### config.mk
export PLATFORM = sky130hd
export DESIGN_NAME = sacl_pick
export DESIGN_NICKNAME = d
export VERILOG_FILES = /design/src/sv/sacl_pkg.sv /design/src/sv/sacl_pick.sv
export SDC_FILE = /design/constraint.sdc
export NUM_CORES = 1
export LEC_CHECK = 0
export ABC_AREA = 0
export CAP_MARGIN = 40
export CORE_AREA = 2 2 178 180
export DETAILED_ROUTE_END_ITERATION = 12
export DIE_AREA = 0 0 180 182
export DONT_BUFFER_PORTS = 1
export GPL_TIMING_DRIVEN = 0
export PLACE_DENSITY_LB_ADDON = 0.15
export SLEW_MARGIN = 20
export SYNTH_ARGS = -nofsm -noshare
export SYNTH_HDL_FRONTEND = slang
export SYNTH_SLANG_ARGS = --single-unit
### constraint.sdc
create_clock -name vclk -period 8.91
set_input_delay 0.891 -clock vclk [all_inputs]
set_output_delay 0.891 -clock vclk [all_outputs]
set_load 0.05 [all_outputs]
### src/sv/sacl_pkg.sv
`timescale 1ns / 1ps
package sacl_pkg;

  // widths of the fixed fields
  localparam int OUTCOME_W    = 2;
  localparam int SET_OUT_W    = 6;
  localparam int WAY_OUT_W    = 2;
  localparam int SET_BITS_W   = 3;
  localparam int BLOCK_BITS_W = 5;
  localparam int WAYS_W       = 3;
  localparam int CFG_INDEX_W  = 2;
  localparam int CFG_DATA_W   = 5;

  typedef logic [OUTCOME_W-1:0] outcome_t;

  // outcome codes
  localparam outcome_t OUTCOME_HIT   = 2'd0;
  localparam outcome_t OUTCOME_FILL  = 2'd1;
  localparam outcome_t OUTCOME_EVICT = 2'd2;

  // configuration register indexes
  localparam logic [CFG_INDEX_W-1:0] REG_SET_BITS    = 2'd0;
  localparam logic [CFG_INDEX_W-1:0] REG_BLOCK_BITS  = 2'd1;
  localparam logic [CFG_INDEX_W-1:0] REG_WAYS_IN_USE = 2'd2;

  localparam logic [WAYS_W-1:0] WAYS_RESET = 3'd4;

  // one result item
  typedef struct packed {
    outcome_t               outcome;
    logic [SET_OUT_W-1:0]   set_index;
    logic [WAY_OUT_W-1:0]   way;
  } result_t;

endpackage

### src/sv/sacl_pick.sv
`timescale 1ns / 1ps
module sacl_pick import sacl_pkg::*; #(
  parameter int MAX_WAYS   = 4,
  parameter int ADDR_WIDTH = 48,
  parameter int AGE_W      = 2,
  parameter int WAY_W      = 2,
  parameter int CNT_W      = 3
) (
  input  logic [MAX_WAYS-1:0]                  row_valid,
  input  logic [MAX_WAYS*(ADDR_WIDTH+AGE_W)-1:0] row_data,
  input  logic [ADDR_WIDTH-1:0]                tag,
  input  logic [CNT_W-1:0]                     ways,
  output outcome_t                             outcome,
  output logic [WAY_W-1:0]                     chosen,
  output logic [MAX_WAYS-1:0]                  new_valid,
  output logic [MAX_WAYS*(ADDR_WIDTH+AGE_W)-1:0] new_row
);

  localparam int LINE_W = ADDR_WIDTH + AGE_W;
  localparam logic [AGE_W-1:0] AGE_MAX = AGE_W'(MAX_WAYS - 1);

  logic [ADDR_WIDTH-1:0] line_tag [MAX_WAYS];
  logic [AGE_W-1:0]      line_age [MAX_WAYS];
  logic [MAX_WAYS-1:0]   in_use;
  logic [MAX_WAYS-1:0]   hit_vec;
  logic [MAX_WAYS-1:0]   empty_vec;
  logic [WAY_W-1:0]      hit_way;
  logic [WAY_W-1:0]      empty_way;
  logic [WAY_W-1:0]      victim_way;
  logic [AGE_W-1:0]      oldest;
  logic [AGE_W-1:0]      limit;
  logic                  age_all;

  // unpack the row and find hit / empty candidates
  always_comb begin
    for (int w = 0; w < MAX_WAYS; w++) begin
      line_tag[w]  = row_data[w*LINE_W +: ADDR_WIDTH];
      line_age[w]  = row_data[w*LINE_W + ADDR_WIDTH +: AGE_W];
      in_use[w]    = (w < int'(ways));
      hit_vec[w]   = in_use[w] && row_valid[w] && (line_tag[w] == tag);
      empty_vec[w] = in_use[w] && !row_valid[w];
    end
  end

  // lowest-numbered hit and empty way
  always_comb begin
    hit_way   = '0;
    empty_way = '0;
    for (int w = MAX_WAYS - 1; w >= 0; w--) begin
      if (hit_vec[w]) begin
        hit_way = WAY_W'(w);
      end
      if (empty_vec[w]) begin
        empty_way = WAY_W'(w);
      end
    end
  end

  // lru victim: lowest-numbered way with the largest age
  always_comb begin
    oldest     = line_age[0];
    victim_way = '0;
    for (int w = 1; w < MAX_WAYS; w++) begin
      if (in_use[w] && line_age[w] > oldest) begin
        oldest     = line_age[w];
        victim_way = WAY_W'(w);
      end
    end
  end

  // outcome, chosen way and aging rule
  always_comb begin
    if (|hit_vec) begin
      outcome = OUTCOME_HIT;
      chosen  = hit_way;
      limit   = line_age[hit_way];
      age_all = 1'b0;
    end else if (|empty_vec) begin
      outcome = OUTCOME_FILL;
      chosen  = empty_way;
      limit   = '0;
      age_all = 1'b1;
    end else begin
      outcome = OUTCOME_EVICT;
      chosen  = victim_way;
      limit   = oldest;
      age_all = 1'b0;
    end
  end

  // new row: chosen way gets the tag and age 0, others may age
  always_comb begin
    for (int w = 0; w < MAX_WAYS; w++) begin
      if (WAY_W'(w) == chosen) begin
        new_row[w*LINE_W +: ADDR_WIDTH]         = tag;
        new_row[w*LINE_W + ADDR_WIDTH +: AGE_W] = '0;
        new_valid[w]                            = 1'b1;
      end else begin
        new_row[w*LINE_W +: ADDR_WIDTH] = line_tag[w];
        new_valid[w]                    = row_valid[w];
        if (in_use[w] && row_valid[w] && (age_all || line_age[w] < limit)
            && line_age[w] < AGE_MAX) begin
          new_row[w*LINE_W + ADDR_WIDTH +: AGE_W] = line_age[w] + 1'b1;
        end else begin
          new_row[w*LINE_W + ADDR_WIDTH +: AGE_W] = line_age[w];
        end
      end
    end
  end

endmodule

---- Word-level counts from Yosys, hierarchy flattened ----
Index checks and enable logic that the tools add are counted.
operators by class
  bitwise gates (word level) .............. 1
  equality and inequality tests ........... 7
  multiplexer cells ....................... 37
  reduce and logical (&&, ||, !) cells .... 34
  add/sub/neg operators ................... 4
  order comparisons ....................... 16
operators with widths
  operator                                                              number
  50-bit two-way mux                                                    4
  48-bit equality test                                                  4
  2-bit two-way mux                                                     25
  1-bit logical AND                                                     23
  2-bit by 1-bit adder with 2-bit output, second input constant         4
  2-bit < comparator                                                    4
  2-bit < comparator, second input constant                             4
  4-bit OR reduction                                                    2
  1-bit two-way mux                                                     7
  2-bit greater-than comparator                                         3
  1-bit by 3-bit < comparator with 1-bit output, first input constant   2
  2-bit by 3-bit < comparator with 1-bit output, first input constant   2
  2-bit binary-select mux with 2-bit select                             1
  2-bit equality test, first input constant                             2
  1-bit zero test                                                       4
  1-bit logical OR                                                      4
  3-bit >= comparator, second input constant                            1
  2-bit NOT with 3-bit output                                           1
  1-bit by 2-bit equality test with 1-bit output, first input constant  1
  2-bit zero test                                                       1
word-level totals
  word-level logic and storage cells ...... 99
  register bits after elaboration ......... 0

---- Logic depth before layout (Yosys ltp) ----
  depth in word-level cells ............... 18
  mapped depth ............................ 23

---- Least setup slack after synthesis ----
Ideal clock, no wire load.
  path kind ............................... input-to-output
  from .................................... input port row_data[98]
  to ...................................... output port new_row[149]
  arrival time ............................ 5.952 ns
  cell stages on the path ................. 22
  buffers on the path ..................... 3
  path slack .............................. 2.067 ns
  required time ........................... 8.019 ns
  cell sequence ........................... clkbuf_1 inv_1 ha_1 nand2_1 o221ai_1 mux2i_1 ha_1 nor2b_1 o211ai_1 mux2_2 ha_1 nand2_1 o211a_1 o21ai_0 o21ai_0 o21ai_0 a21oi_1 nand2b_1 buf_2 buf_2 o31ai_1 a21oi_1
between the ends
  elaborated cells on any way between the ends .. 26
  classes of those cells .................. order compare (4); eq/ne (1); mux (15); reduce/logical (6)
RTL lines
  what                           line             source
  start, declared                sacl_pick.sv:10  input logic [MAX_WAYS*(ADDR_WIDTH+AGE_W)-1:0] row_data,
  2-bit greater-than comparator  sacl_pick.sv:64  if (in_use[w] && line_age[w] > oldest) begin
  1-bit logical AND              sacl_pick.sv:64
  2-bit two-way mux              sacl_pick.sv:64
  2-bit greater-than comparator  sacl_pick.sv:64
  1-bit logical AND              sacl_pick.sv:64
  2-bit two-way mux              sacl_pick.sv:64
  2-bit greater-than comparator  sacl_pick.sv:64
  1-bit logical AND              sacl_pick.sv:64
  2-bit two-way mux *            sacl_pick.sv:64
  2-bit two-way mux *            sacl_pick.sv:78  end else if (|empty_vec) begin
  2-bit two-way mux *            sacl_pick.sv:73  if (|hit_vec) begin
  net chosen[0]                  sacl_pick.sv:14  output logic [WAY_W-1:0] chosen,
  2-bit equality test *          sacl_pick.sv:94  if (WAY_W'(w) == chosen) begin
  50-bit two-way mux *           sacl_pick.sv:94
  end, declared                  sacl_pick.sv:16  output logic [MAX_WAYS*(ADDR_WIDTH+AGE_W)-1:0] new_row
The timed path passes the listed nets; every way through them passes the cells marked *. The select of a mux whose other input is x is not followed.

---- Final worst setup path ----
Same ends and word-level chain as after synthesis.

==> out/metrics.json <==
{
  "flow.area_growth_from_synthesis": {"value": 11.92, "unit": "%"},
  "track_usage": {"value": 0.2348},
  "gp_congestion": {"value": 0.8854},
  "report.final.setup_viol": {"value": 0},
  "synth_seq_area_share": {"value": 0},
  "port_buffers": {"value": 0},
  "route.detailed.vias_per_inst": {"value": 5.127},
  "cellLeakagePower": {"value": 2.370, "unit": "nW"},
  "grt_overflow_total": {"value": 0},
  "global_route_wire_length_before_repair": {"value": 52990, "unit": "µm"},
  "synth_area_leaders": {"value": "mux2_2 (36%), xor2_1 (23%), nor4_1 (4.8%)"},
  "die_area": {"value": 0.03276, "unit": "mm²"},
  "timing.final.max_slew_violations": {"value": 0},
  "drt_pass1_iterations": {"value": 4},
  "yosysTopAreaCellShare": {"value": 0.3589},
  "post-synth-top-area-cell": {"value": "mux2_2"},
  "hold_buffers": {"value": 0},
  "final_cycle_share": {"value": 0.8322},
  "seq_area": {"value": 0, "unit": "µm²"},
  "final_nets": {"value": 993},
  "sum_of_buffers_and_inverters_on_the_critical_path": {"value": 5},
  "synth-warning-count": {"value": 0},
  "worstHoldPathType": {"value": "in -> out"},
  "initial_cell_density_of_the_core": {"value": 0.1843},
  "maxClockFrequency": {"value": 0.1349, "unit": "GHz"},
  "cp_slowest_stage_delay": {"value": 0.73, "unit": "ns"},
  "nFlopsAndLatches": {"value": 0},
  "synth_area": {"value": 0.005710, "unit": "mm²"},
  "holdCritStartpoint": {"value": "row_valid[1]"},
  "crit_fanout": {"value": 10},
  "list_of_cells_traversed_by_the_critical_path": {"value": "clkbuf_1 > inv_1 > ha_1 > nand2_1 > o221ai_1 > mux2i_1 > ha_1 > nor2b_1 > o211ai_1 > mux2_2 > ha_1 > nand2_1 > o211a_1 > o21ai_0 > o21ai_0 > o21ai_0 > a21oi_2 > nand2b_1 > buf_2 > buf_2 > o31ai_1 > a21oi_1 > buf_4"},
  "totalNegativeSetupSlack": {"value": 0, "unit": "ns"},
  "synthDistinctLibCells": {"value": 50},
  "rsz0062_at_grt": {"value": "no"},
  "power.density": {"value": 131.9, "unit": "mW/mm²"},
  "antenna_left": {"value": 0},
  "fin_hold_ws": {"value": 2.033, "unit": "ns"},
  "syn_inst": {"value": 705},
  "timing.final.hold_violations": {"value": 0},
  "critical_path.startpoint": {"value": "row_data[98]"},
  "route.final.wire_length": {"value": 41220, "unit": "µm"},
  "layout.cells.most_common": {"value": "mux2_2"},
  "clock_buffer_count": {"value": 0},
  "route.detailed.drc": {"value": 0},
  "timing.final.crit_period": {"value": 7.415, "unit": "ns"},
  "cp_top_family": {"value": "compound AO/OA/AOI/OAI gates"},
  "worst-endpoint-required": {"value": 8.02, "unit": "ns"},
  "cts_setup_buffers": {"value": 0},
  "antenna_found_initial": {"value": 1},
  "critical_path_capture_point_type": {"value": "primary output"},
  "dp_hpwl": {"value": 35350, "unit": "µm"},
  "critical_path.slowest_cell": {"value": "a21oi_2"},
  "cp.arrival": {"value": 6.52, "unit": "ns"},
  "core.rowCount": {"value": 65},
  "worstMarginPinSlew": {"value": 0.8668, "unit": "ns"},
  "cts_resized": {"value": 0},
  "fp.dieH": {"value": 182, "unit": "µm"},
  "outcome": {"value": "completed"},
  "drt-wirelength-per-cell": {"value": 36.51, "unit": "µm"},
  "first_global_vias": {"value": 5913},
  "synth.net_count": {"value": 970},
  "most_frequent_cells_in_the_layout": {"value": "mux2_2 (182), xor2_1 (149), nor4_1 (44)"},
  "vias": {"value": 5788},
  "core_area": {"value": 0.03099, "unit": "mm²"},
  "drtIter0Drc": {"value": 271},
  "maxCapViolations": {"value": 0},
  "syn-mean-instance-area": {"value": 8.100, "unit": "µm²"},
  "die_width": {"value": 180, "unit": "µm"},
  "post_route_cells_drive_above_1_share": {"value": 0.3788},
  "criticalPathCategory": {"value": "in -> out"},
  "cp-start-kind": {"value": "input pin"},
  "ir_worst_vdd": {"value": 0.04589, "unit": "mV"},
  "design.portCount": {"value": 463},
  "grt_max_degree": {"value": 11},
  "maxSlewHeadroom": {"value": 0.4222}
}
==> metrics by stage <==
step	area (µm²)	power, W	utilization	setup slack, ns	cells
3_3_place_gp	6213	0.0008295	0.2005	0.6254	1107
6_report	6391	0.0008427	0.2063	1.495	1129
5_1_grt	6391	0.0008749	0.2063	1.113	1129
4_1_cts	6389	0.0008479	0.2062	1.456	1128
3_5_place_dp	6389	0.0008456	0.2062	1.467	1128
2_1_floorplan	5710	0.0006810	-	2.067	705
==> metal layers <==
| layer | global-route usage | vias to the layer above | share of wire |
|---|---|---|---|
| met5 | 0 | - | 0 |
| met4 | 0.05041 | 0 | 0.025 |
| met3 | 0.06538 | 37 | 0.081 |
| met2 | 0.4267 | 305 | 0.51 |
| met1 | 0.2733 | 2886 | 0.39 |
| li1 | - | 2560 | - |
==> power by group <==
group | switching (W) | leakage (nW) | internal [W]
combinational | 0.000639 | 2.37 | 0.000204
sequential | 0 | 0 | 0
clock | 0 | 0.00000634 | 0.0000000000150
total | 0.000639 | 2.37 | 0.000204
==> area by class of cell <==
| cell class | instances | area [µm²] |
|---|---|---|
| inverter | 19 | 71.32 |
| multi-input combinational | 609 | 5213 |
| antenna | 1 | 2.502 |
| timing repair buffer | 21 | 165.2 |
| buffer | 77 | 436.7 |
| tap | 402 | 503.0 |
| fill | 3507 | 24590 |
==> kinds of logic after synthesis <==
family	count (synthesis)	synth area share
compound gates	81	0.09422
xor+xnor	180	0.2774
fa+ha+maj	10	0.02191
buf+inv	96	0.08896
mux	187	0.3683
simple gates	151	0.1492
==> Yosys cell counts, types with 4 or more instances <==
master,instances
o31ai_1,4
clkbuf_1,18
buf_4,17
nand2b_1,6
nor4_1,44
o21ai_0,28
nor2b_1,14
or4_1,4
nand3_1,6
nor3_1,4
ha_1,10
mux2_2,182
xnor2_1,30
o21a_1,4
inv_1,19
a21oi_1,8
o211ai_1,5
a31oi_1,5
mux2i_1,4
nand4_1,17
buf_6,5
nor2_1,14
xor2_1,149
buf_2,37
nand2_1,27
==> path summary, 6_finish.rpt <==
path,slack (ns),to,cells after the start
worst max-delay path,1.49,new_row[149],23
worst min-delay path,2.03,new_valid[1],1
No activity file was read; power rests on OpenSTA's default activity.
